[src/rtl/assert_macros.svh]
// Assertion macros shared by the continuity monitor RTL.
// Every check is clocked on the rising edge and is disabled while reset is active.
`ifndef ASSERT_MACROS_SVH
`define ASSERT_MACROS_SVH

// Plain property check.
`define CCM_ASSERT(lbl, clk, rst_n, prop) \
    lbl: assert property (@(posedge clk) disable iff (!rst_n) (prop)) \
        else $error("continuity monitor assertion failed");

// Same-cycle implication.
`define CCM_ASSERT_IMP(lbl, clk, rst_n, ante, cons) \
    `CCM_ASSERT(lbl, clk, rst_n, (ante) |-> (cons))

// Next-cycle implication.
`define CCM_ASSERT_NXT(lbl, clk, rst_n, ante, cons) \
    `CCM_ASSERT(lbl, clk, rst_n, (ante) |=> (cons))

`endif

[src/rtl/ccm_pkg.sv]
// Shared types and codes for the consumer continuity monitor.
// No dependencies; used by ccm_tracker and consumer_continuity_monitor_core.
`timescale 1ns / 1ps

package ccm_pkg;

    localparam int TIME_W = 64;

    typedef enum logic [2:0] {
        ST_NORMAL          = 3'd0,
        ST_RAW_CATCHUP     = 3'd1,
        ST_DERIVED_CATCHUP = 3'd2,
        ST_RAW_ONLY_STALE  = 3'd3,
        ST_FATAL           = 3'd4
    } ccm_state_t;

    localparam logic [1:0] OUTBOX_ABSENT    = 2'd0;
    localparam logic [1:0] OUTBOX_UNHEALTHY = 2'd1;

    // Aging flags of one derived consumer, evaluated against its post-update state.
    typedef struct packed {
        logic progress_aged;
        logic bad_aged;
    } ccm_track_t;

endpackage

[src/rtl/ccm_tracker.sv]
// Progress and health tracker for one derived consumer (cursor, progress time,
// unhealthy-since time). Depends on ccm_pkg and assert_macros.svh.
`timescale 1ns / 1ps
`include "assert_macros.svh"

module ccm_tracker (
    input  logic                            clk,
    input  logic                            rst_n,
    input  logic                            upd,
    input  logic [ccm_pkg::TIME_W-1:0]      now_time,
    input  logic [ccm_pkg::TIME_W-1:0]      pos,
    input  logic                            healthy,
    input  logic [ccm_pkg::TIME_W-1:0]      stale_after,
    output ccm_pkg::ccm_track_t             flags
);
    import ccm_pkg::*;

    logic [TIME_W-1:0] prev_pos_reg;
    logic [TIME_W-1:0] progress_time_reg;
    logic [TIME_W-1:0] bad_since_reg;
    logic [TIME_W-1:0] prev_pos_next;
    logic [TIME_W-1:0] progress_time_next;
    logic [TIME_W-1:0] bad_since_next;

    logic              advanced;
    logic              prog_rearm;
    logic              bad_arm;
    logic              zero_window;
    logic [TIME_W:0]   prog_diff;
    logic [TIME_W:0]   bad_diff;
    logic              prog_aged_old;
    logic              bad_aged_old;

    assign advanced   = pos > prev_pos_reg;
    assign prog_rearm = advanced || (progress_time_reg == '0);
    assign bad_arm    = !healthy && (bad_since_reg == '0);

    always_comb
    begin
        prev_pos_next      = advanced ? pos : prev_pos_reg;
        progress_time_next = prog_rearm ? now_time : progress_time_reg;
        if (healthy)
        begin
            bad_since_next = '0;
        end
        else
        begin
            bad_since_next = bad_arm ? now_time : bad_since_reg;
        end
    end

    // Age against the old reference; when the reference is rewritten to now,
    // the elapsed time is zero and only a zero window counts as aged.
    assign zero_window   = (stale_after == '0);
    assign prog_diff     = {1'b0, now_time} - {1'b0, progress_time_reg};
    assign bad_diff      = {1'b0, now_time} - {1'b0, bad_since_reg};
    assign prog_aged_old = !prog_diff[TIME_W] && (prog_diff[TIME_W-1:0] >= stale_after);
    assign bad_aged_old  = !bad_diff[TIME_W] && (bad_diff[TIME_W-1:0] >= stale_after);

    assign flags.progress_aged = prog_rearm ? zero_window : prog_aged_old;
    assign flags.bad_aged      = bad_arm ? zero_window : bad_aged_old;

    always_ff @(posedge clk or negedge rst_n)
    begin
        if (!rst_n)
        begin
            prev_pos_reg      <= '0;
            progress_time_reg <= '0;
            bad_since_reg     <= '0;
        end
        else if (upd)
        begin
            prev_pos_reg      <= prev_pos_next;
            progress_time_reg <= progress_time_next;
            bad_since_reg     <= bad_since_next;
        end
    end

    `CCM_ASSERT_NXT(a_hold_without_upd, clk, rst_n, !upd,
        $stable(prev_pos_reg) && $stable(progress_time_reg) && $stable(bad_since_reg))
    `CCM_ASSERT_NXT(a_cursor_monotonic, clk, rst_n, upd, prev_pos_reg >= $past(prev_pos_reg))
    `CCM_ASSERT_NXT(a_healthy_clears_bad, clk, rst_n, upd && healthy, bad_since_reg == '0)

endmodule

[src/rtl/consumer_continuity_monitor_core.sv]
// An accepted sample is held in the input stage; its result is then held in the result register.
// Throughput: one sample per cycle; in_ready drops only when both the input
// stage and the result register hold transactions and out_ready is low.
// Reset (rst_n, async, active low): all trackers, stale_after and valid flags cleared.
// Top level of the consumer continuity monitor; uses ccm_pkg, ccm_tracker, assert_macros.svh.
`timescale 1ns / 1ps
`include "assert_macros.svh"

module consumer_continuity_monitor_core (
    input  logic                            clk,
    input  logic                            rst_n,
    input  logic                            cfg_we,
    input  logic [ccm_pkg::TIME_W-1:0]      cfg_wdata,
    input  logic                            in_valid,
    output logic                            in_ready,
    input  logic [ccm_pkg::TIME_W-1:0]      now_time,
    input  logic [1:0]                      outbox_status,
    input  logic [ccm_pkg::TIME_W-1:0]      raw_position,
    input  logic [ccm_pkg::TIME_W-1:0]      event_position,
    input  logic [ccm_pkg::TIME_W-1:0]      kline_position,
    input  logic [ccm_pkg::TIME_W-1:0]      barrier_position,
    input  logic                            raw_active,
    input  logic                            event_active,
    input  logic                            kline_active,
    input  logic                            raw_healthy,
    input  logic                            event_healthy,
    input  logic                            kline_healthy,
    output logic                            out_valid,
    input  logic                            out_ready,
    output logic [2:0]                      continuity_state,
    output logic                            event_authoritative,
    output logic                            kline_authoritative
);
    import ccm_pkg::*;

    logic [TIME_W-1:0] stale_after_reg;

    // input stage
    logic              s1_valid_reg;
    logic [TIME_W-1:0] s1_now_reg;
    logic [1:0]        s1_status_reg;
    logic [TIME_W-1:0] s1_raw_pos_reg;
    logic [TIME_W-1:0] s1_ev_pos_reg;
    logic [TIME_W-1:0] s1_kl_pos_reg;
    logic [TIME_W-1:0] s1_barrier_reg;
    logic              s1_raw_en_reg;
    logic              s1_ev_en_reg;
    logic              s1_kl_en_reg;
    logic              s1_raw_ok_reg;
    logic              s1_ev_ok_reg;
    logic              s1_kl_ok_reg;

    // result register
    logic              out_valid_reg;
    ccm_state_t        state_reg;
    logic              ev_auth_reg;
    logic              kl_auth_reg;
    ccm_state_t        state_next;
    logic              ev_auth_next;
    logic              kl_auth_next;

    logic              advance;
    logic              commit;
    logic              trk_upd;
    ccm_track_t        ev_trk;
    ccm_track_t        kl_trk;

    logic              barrier_set;
    logic              raw_at;
    logic              ev_at;
    logic              kl_at;
    logic              derived_ok;
    logic              stale;

    assign advance  = !out_valid_reg || out_ready;
    assign commit   = advance && s1_valid_reg;
    assign in_ready = !s1_valid_reg || advance;
    assign trk_upd  = commit && (s1_status_reg != OUTBOX_ABSENT);

    always_ff @(posedge clk or negedge rst_n)
    begin
        if (!rst_n)
        begin
            stale_after_reg <= '0;
        end
        else if (cfg_we)
        begin
            stale_after_reg <= cfg_wdata;
        end
    end

    always_ff @(posedge clk or negedge rst_n)
    begin
        if (!rst_n)
        begin
            s1_valid_reg <= 1'b0;
        end
        else if (in_ready)
        begin
            s1_valid_reg <= in_valid;
        end
    end

    always_ff @(posedge clk)
    begin
        if (in_valid && in_ready)
        begin
            s1_now_reg     <= now_time;
            s1_status_reg  <= outbox_status;
            s1_raw_pos_reg <= raw_position;
            s1_ev_pos_reg  <= event_position;
            s1_kl_pos_reg  <= kline_position;
            s1_barrier_reg <= barrier_position;
            s1_raw_en_reg  <= raw_active;
            s1_ev_en_reg   <= event_active;
            s1_kl_en_reg   <= kline_active;
            s1_raw_ok_reg  <= raw_healthy;
            s1_ev_ok_reg   <= event_healthy;
            s1_kl_ok_reg   <= kline_healthy;
        end
    end

    ccm_tracker u_event_trk (
        .clk         (clk),
        .rst_n       (rst_n),
        .upd         (trk_upd),
        .now_time    (s1_now_reg),
        .pos         (s1_ev_pos_reg),
        .healthy     (s1_ev_ok_reg),
        .stale_after (stale_after_reg),
        .flags       (ev_trk)
    );

    ccm_tracker u_kline_trk (
        .clk         (clk),
        .rst_n       (rst_n),
        .upd         (trk_upd),
        .now_time    (s1_now_reg),
        .pos         (s1_kl_pos_reg),
        .healthy     (s1_kl_ok_reg),
        .stale_after (stale_after_reg),
        .flags       (kl_trk)
    );

    assign barrier_set = (s1_barrier_reg != '0);
    assign raw_at = !s1_raw_en_reg || (barrier_set && (s1_raw_pos_reg >= s1_barrier_reg));
    assign ev_at  = !s1_ev_en_reg || (barrier_set && (s1_ev_pos_reg >= s1_barrier_reg));
    assign kl_at  = !s1_kl_en_reg || (barrier_set && (s1_kl_pos_reg >= s1_barrier_reg));
    assign derived_ok = (!s1_ev_en_reg || s1_ev_ok_reg) && (!s1_kl_en_reg || s1_kl_ok_reg);

    assign stale = (s1_ev_en_reg && !ev_at && ev_trk.progress_aged)
                || (s1_kl_en_reg && !kl_at && kl_trk.progress_aged)
                || (s1_ev_en_reg && !s1_ev_ok_reg && ev_trk.bad_aged)
                || (s1_kl_en_reg && !s1_kl_ok_reg && kl_trk.bad_aged);

    always_comb
    begin
        ev_auth_next = 1'b0;
        kl_auth_next = 1'b0;
        if (s1_status_reg == OUTBOX_ABSENT || s1_status_reg == OUTBOX_UNHEALTHY)
        begin
            state_next = ST_FATAL;
        end
        else
        begin
            ev_auth_next = s1_ev_en_reg && s1_ev_ok_reg && barrier_set && ev_at;
            kl_auth_next = s1_kl_en_reg && s1_kl_ok_reg && barrier_set && kl_at;
            priority if (stale)
            begin
                state_next = ST_RAW_ONLY_STALE;
            end
            else if (!derived_ok || !(ev_at && kl_at))
            begin
                state_next = ST_DERIVED_CATCHUP;
            end
            else if ((s1_raw_en_reg && !s1_raw_ok_reg) || !raw_at)
            begin
                state_next = ST_RAW_CATCHUP;
            end
            else
            begin
                state_next = ST_NORMAL;
            end
        end
    end

    always_ff @(posedge clk or negedge rst_n)
    begin
        if (!rst_n)
        begin
            out_valid_reg <= 1'b0;
        end
        else if (advance)
        begin
            out_valid_reg <= s1_valid_reg;
        end
    end

    always_ff @(posedge clk)
    begin
        if (commit)
        begin
            state_reg   <= state_next;
            ev_auth_reg <= ev_auth_next;
            kl_auth_reg <= kl_auth_next;
        end
    end

    assign out_valid           = out_valid_reg;
    assign continuity_state    = state_reg;
    assign event_authoritative = ev_auth_reg;
    assign kline_authoritative = kl_auth_reg;

    `CCM_ASSERT_NXT(a_absent_is_fatal, clk, rst_n,
        commit && (s1_status_reg == OUTBOX_ABSENT),
        out_valid && (continuity_state == ST_FATAL) && !event_authoritative
        && !kline_authoritative)
    `CCM_ASSERT_IMP(a_auth_not_fatal, clk, rst_n,
        out_valid && (event_authoritative || kline_authoritative),
        continuity_state != ST_FATAL)
    `CCM_ASSERT_IMP(a_stall_only_when_full, clk, rst_n, !in_ready,
        s1_valid_reg && out_valid_reg && !out_ready)

endmodule
[config.mk]
export PLATFORM = sky130hd
export DESIGN_NAME = consumer_continuity_monitor_core
export DESIGN_NICKNAME = d
export VERILOG_FILES = /design/src/rtl/ccm_pkg.sv /design/src/rtl/ccm_tracker.sv /design/src/rtl/consumer_continuity_monitor_core.sv
export VERILOG_INCLUDE_DIRS = /design/src /design/src/rtl
export SDC_FILE = /design/constraint.sdc
export NUM_CORES = 2
export LEC_CHECK = 0
export BUFFER_PORTS_ARGS = -buffer_cell sky130_fd_sc_hd__buf_2
export CORE_MARGIN = 10
export CORE_UTILIZATION = 35
export DETAILED_ROUTE_END_ITERATION = 10
export PLACE_DENSITY = 0.63
export RECOVER_POWER = 100
export SLEW_MARGIN = 20
export SYNTH_ARGS = -nofsm -noshare
export SYNTH_HDL_FRONTEND = slang
export SYNTH_SLANG_ARGS = --single-unit
[constraint.sdc]
create_clock -name clk -period 9.2 [get_ports clk]
set_input_delay 1.84 -clock clk [delete_from_list [all_inputs] [get_ports clk]]
set_output_delay 1.84 -clock clk [all_outputs]
set_load 0.02 [all_outputs]
# Word level (Yosys, flattened, before mapping)
# Index checks and enable logic that the tools add are counted.
# word_totals
reg_bits	783
output_inout_bits	7
wordCells	126
in_bits	397
# classes
n_reduce_logical	77
eq_ne	1
order_cmp	9
add_sub_neg	4
muxes	11
# op_table
op	n
>= comparator 64 bit	7
zero test 64 bit	5
subtractor 64 x 64 -> 65 bit	4
2-to-1 mux 64 bit	4
> comparator 64 bit	2
nonzero test 64 bit	1
logical AND 1 bit	29
zero test 1 bit	17
logical OR 1 bit	15
AND reduction 2 bit	6
nonzero test 2 bit	3
2-to-1 mux 1 bit	5
2-to-1 mux 2 bit	2
equality test 2 x 1 -> 1 bit, second input constant	1
zero test 2 bit	1

# Longest topological paths before layout
# logic_depth
ltp_word	10
mapped_depth	27
depth_no_buf	27

# Hierarchy
# A second synthesis with hierarchy kept.
# unflattened
hier_cells	5616
area_unflattened_um2	55822.3
# modules_own_cells
mod	seq_area_each_um2	area_each_um2	instances	cells_per_inst
ccm_tracker at u_kline_trk	4804.6	19602.6	1	2271
ccm_tracker at u_event_trk	4804.6	19192.2	1	2272
consumer_continuity_monitor_core	11651.2	17027.6	1	1073

# Worst setup path before layout
# No wires, ideal clock.
# synth_timing
kind	input to register
startpoint	in out_ready
endpoint	reg s1_barrier_reg[0], enable pin
path_stages	2
arrival_time_ns	9.563
required_ns	8.470
path_slack_ns	-1.093
setup_ns	0.730
n_path_buf	0
path_cell_list	nand3b_1 > and2_1
# synth_via
elab_chain_len	3
# synth_rtl
item	line	source
start: declaration	consumer_continuity_monitor_core.sv:29	input logic out_ready,
logical OR 1 bit	consumer_continuity_monitor_core.sv:75	assign advance = !out_valid_reg || out_ready;
logical OR 1 bit	consumer_continuity_monitor_core.sv:77	assign in_ready = !s1_valid_reg || advance;
logical AND 1 bit	consumer_continuity_monitor_core.sv:106	if (in_valid && in_ready)
end signal: assignment	consumer_continuity_monitor_core.sv:113	s1_barrier_reg <= barrier_position;
end: declaration	consumer_continuity_monitor_core.sv:45	logic [TIME_W-1:0] s1_barrier_reg;
# Every way passes these cells.
# A chain may end at the register's enable or synchronous reset.

# Worst setup path in the final report
# layout_timing
startpoint	reg s1_now_reg[1]
endpoint	reg state_reg[0], in the netlist continuity_state[0] (data pin)
# layout_via
elab_chain_len	9
word_cells_on_any_way	28
cone_classes	4 x add/sub; 4 x order compare; 5 x mux; 15 x reduce/logical
# layout_rtl
item	line	source
start: declaration	consumer_continuity_monitor_core.sv:40	logic [TIME_W-1:0] s1_now_reg;
start signal: assignment	consumer_continuity_monitor_core.sv:108	s1_now_reg <= now_time;
subtractor 64 x 64 -> 65 bit	ccm_tracker.sv:55	assign prog_diff = {1'b0, now_time} - {1'b0, progress_time_reg};
>= comparator 64 bit or zero test 1 bit (tied branches)	ccm_tracker.sv:57	assign prog_aged_old = !prog_diff[TIME_W] && (prog_diff[TIME_W-1:0] >= stale_after);
logical AND 1 bit	ccm_tracker.sv:57	
2-to-1 mux 1 bit	ccm_tracker.sv:60	assign flags.progress_aged = prog_rearm ? zero_window : prog_aged_old;
logical AND 1 bit (on tied branches)	consumer_continuity_monitor_core.sv:151, consumer_continuity_monitor_core.sv:152	
logical OR 1 bit	consumer_continuity_monitor_core.sv:152	|| (s1_kl_en_reg && !kl_at && kl_trk.progress_aged)
logical OR 1 bit	consumer_continuity_monitor_core.sv:153	|| (s1_ev_en_reg && !s1_ev_ok_reg && ev_trk.bad_aged)
logical OR 1 bit *	consumer_continuity_monitor_core.sv:154	|| (s1_kl_en_reg && !s1_kl_ok_reg && kl_trk.bad_aged);
2-to-1 mux 2 bit *	consumer_continuity_monitor_core.sv:168	priority if (stale)
end signal: assignment	consumer_continuity_monitor_core.sv:203	state_reg <= state_next;
end: declaration	consumer_continuity_monitor_core.sv:55	ccm_state_t state_reg;
# Every way passes the cells marked *; elsewhere a longest branch is shown, timed or not.

==> impl_metrics.yaml <==
timing:
  tightest_slew_ps: 5310
  drv_slew: 1030
  period_share_pct: 82.4
  fin_skew_ps: 36.9
  fin_crit_ps: 7580
  setup_viol: 0
  fin_tns_setup_ps: 0
  rsz0062_at_grt: "false"
  fmaxAchievable_mhz: 132
  hold_viol_final: 0
  relSlewSlack_pct: -254
yosys:
  synth_edf_count: 333
  ys_async_sr_fraction_pct: 57.5
  yosysTopAreaCell: "dfrtp_1"
  postSynthAreaPerCell_sq_um: 9.88
  synth_area_leaders: "dfrtp_1 20%, ha_1 19%, edfxtp_1 18%"
  synth_fp_nets: 6821
  yosysWarnings: 0
  synth_cell_types: 96
  synth_cells: 5588
  synth.top_cell.area_share_pct: 20.4
  ys_seq_area_share_pct: 38.5
  ys.flop_type: "dfrtp_1"
  ys_ff_latch: 783
  netlist_area_sq_um: 55200
clock_network:
  clockBufferDepth: 3
  cts_max_level: 3
  cts_resized: 0
  cts_sinks: 783
  cts_hold_buf: 0
  cts_tree: "yes"
  numCtsBuffers: 96
  cts.clk_slew.worst_paths_ps: 60
  cts_setup_buffers: 0
  clk_latency_ps: 760
  root_buffer: "clkbuf_16"
final_layout:
  nets: 7203
  layout_commonest_cell: "ha_1"
  final_util_pct: 40.1
  syn_to_final_growth_pct: 13.8
  mostFrequentLayoutCells: "832 x ha_1, 585 x inv_1, 459 x a21oi_1, 450 x dfrtp_1, 381 x nand2_1"
  design_area_sq_um: 62800
  drive_above_1_share_pct: 12.0
  final.fill_count: 15300
detailed_routing:
  totalWireLength_mm: 202
  dr_wl_met3_mm: 13.1
  wl_met2_mm: 93.5
  vias: 46100
  drt_iter0_markers: 3759
  postRouteAntennaNets: 0
  dr.pass1.iters: 6
  routed.top_layer: "met5"
  remaining_drc_errors: 0
  met1Wirelength_mm: 84.9
  wire_per_inst_um: 24.9
  avgViaCountPerCell: 5.68
global_routing:
  grt_max_degree: 174
  grt_first_pass_wirelength_mm: 298
  antenna_found_initial: 10
  grt_util_all_layers_pct: 22.5
  grt_pass1_vias: 45700
  gr-total-overflow: 0
setup_path:
  crit_chain: "ha_1 > nor2b_1 > o31a_1 > o311ai_1 > nand3_1 > a21oi_1 > o41ai_2 > a31oi_2 > o211ai_2 > a311oi_1 > o21ai_1 > xnor2_1 > ha_1 > nand4_1 > nor4_1 > nand4_1 > a211oi_1 > o31ai_1 > a31oi_1 > o21ai_0 > o21ai_0 > a2111oi_0 > nand4_1 > o21a_1"
  worstSetupStartpointType: "flip-flop"
  slowest_delay_ps: 740
  worst_path_most_repeated_cell: "nand4_1"
  worst-path-buf-inv: 0
  endpoint_kind: "flip-flop"
  cp_data_required_time_ps: 9820
  worstPathMaxFanout: 12
  critPathKind: "flip-flop to flip-flop"
  path_delay_family: "compound AO/OA/AOI/OAI gates"
  cp_slowest_cell: "edfxtp_1"
  worstPathArrival_ps: 8200
die:
  rows: 145
  initial_core_util_pct: 35.3
  chipWidth_um: 417
  core_sq_um: 157000
  dieHeight_um: 417
  die_area_sq_um: 174000
  ioPinCount: 404
status:
  violations: "capacitance limit, slew limit"
  status: "finished, violations left"
power:
  p_leak_uw: 0.0278
  power_density_nw_per_um2: 290
  ir_drop_uv: 163
place:
  portBuffers: 403
  hpwl_mm: 163
  postPlaceCellArea_sq_um: 59600
  gp_congestion: 0.980
job:
  maxCapViolCount: 17
worst_hold_path:
  hp-class: "flip-flop to flip-flop"
[where the power goes]
part	internal [uW]	leakage, uW	switching [uW]
Combinational	3680	0.0173	5260
Clock	2470	0.00166	1700
Sequential	4440	0.00883	644
[layer usage]
metal | GRT usage (%) | vias up
met5 | 0 | -
met4 | 10.1 | 6
li1 | - | 21500
met2 | 37.0 | 1673
met3 | 4.23 | 434
met1 | 28.4 | 22500
[cells by family (layout without fill, tap and decap cells)]
group                    Yosys count  count (layout)  synth area share, %
AO/OA/AOI/OAI                   1573            1573                 18.4
AND/OR/NAND/NOR                 1235            1235                 11.3
adder cells (fa/ha/maj)          836             836                 19.0
flip-flops                       783             783                 38.5
buffers and inverters            732            1197                 5.03
XOR/XNOR                         236             236                 3.75
multiplexers                     193             193                 3.93
other                              0               2                    0
[cell type report]
| class | count | area [sq um] | share of cell area [%] |
|---|---|---|---|
| Clock buffer | 117 | 2620 | 4.17 |
| Multi-Input combinational cell | 4073 | 31200 | 49.7 |
| Clock inverter | 64 | 838 | 1.34 |
| Timing Repair Buffer | 431 | 2090 | 3.33 |
| Antenna cell | 2 | 5.00 | 0.00797 |
| Tap cell | 2058 | 2570 | 4.10 |
| Inverter | 585 | 2200 | 3.50 |
| Sequential cell | 783 | 21300 | 33.9 |
[final timing paths]
kind / from / end / slack (ps) / cells after the start
worst min-delay path: s1_valid_reg$_DFFE_PN0N_ / out_valid$_DFFE_PN0P_ / 490 / 1
worst max-delay path: s1_now_reg[1]$_DFFE_PP_ / continuity_state[0]$_SDFFCE_PP0P_ / 1620 / 24
max in group asynchronous: rst_n / u_event_trk.bad_since_reg[7]$_DFFE_PN0P_ / 2340 / 2
min in group asynchronous: rst_n / u_kline_trk.prev_pos_reg[53]$_DFFE_PN0P_ / 3010 / 1
worst max register to register: s1_now_reg[1]$_DFFE_PP_ / continuity_state[0]$_SDFFCE_PP0P_ / 1620 / 24
worst min register to register: s1_valid_reg$_DFFE_PN0N_ / out_valid$_DFFE_PN0P_ / 490 / 1
[cell usage after synthesis, drive strengths merged (50+ instances only)]
| cell | count |
|---|---|
| a22o | 129 |
| edfxtp | 333 |
| nand3 | 106 |
| dfrtp | 450 |
| a211oi | 57 |
| inv | 585 |
| a21oi | 462 |
| clkbuf | 116 |
| nor2 | 182 |
| nand4 | 187 |
| xor2 | 92 |
| a21o | 212 |
| nand2 | 381 |
| nor2b | 50 |
| o21ai | 380 |
| ha | 832 |
| xnor2 | 144 |
| nor4 | 127 |
| mux2 | 191 |
[through the flow]
step                cells  total power [uW]  hold slack, ps  setup WS, ps
floorplan            5588             11200             449          2580
global placement     7929             13700             456          1830
detailed placement   7930             13900             476          1910
CTS                  8111             18100             489          1840
global route         8111             19500             511          1190
finish               8113             18200             491          1620
No activity file was read; power rests on OpenSTA's default activity.
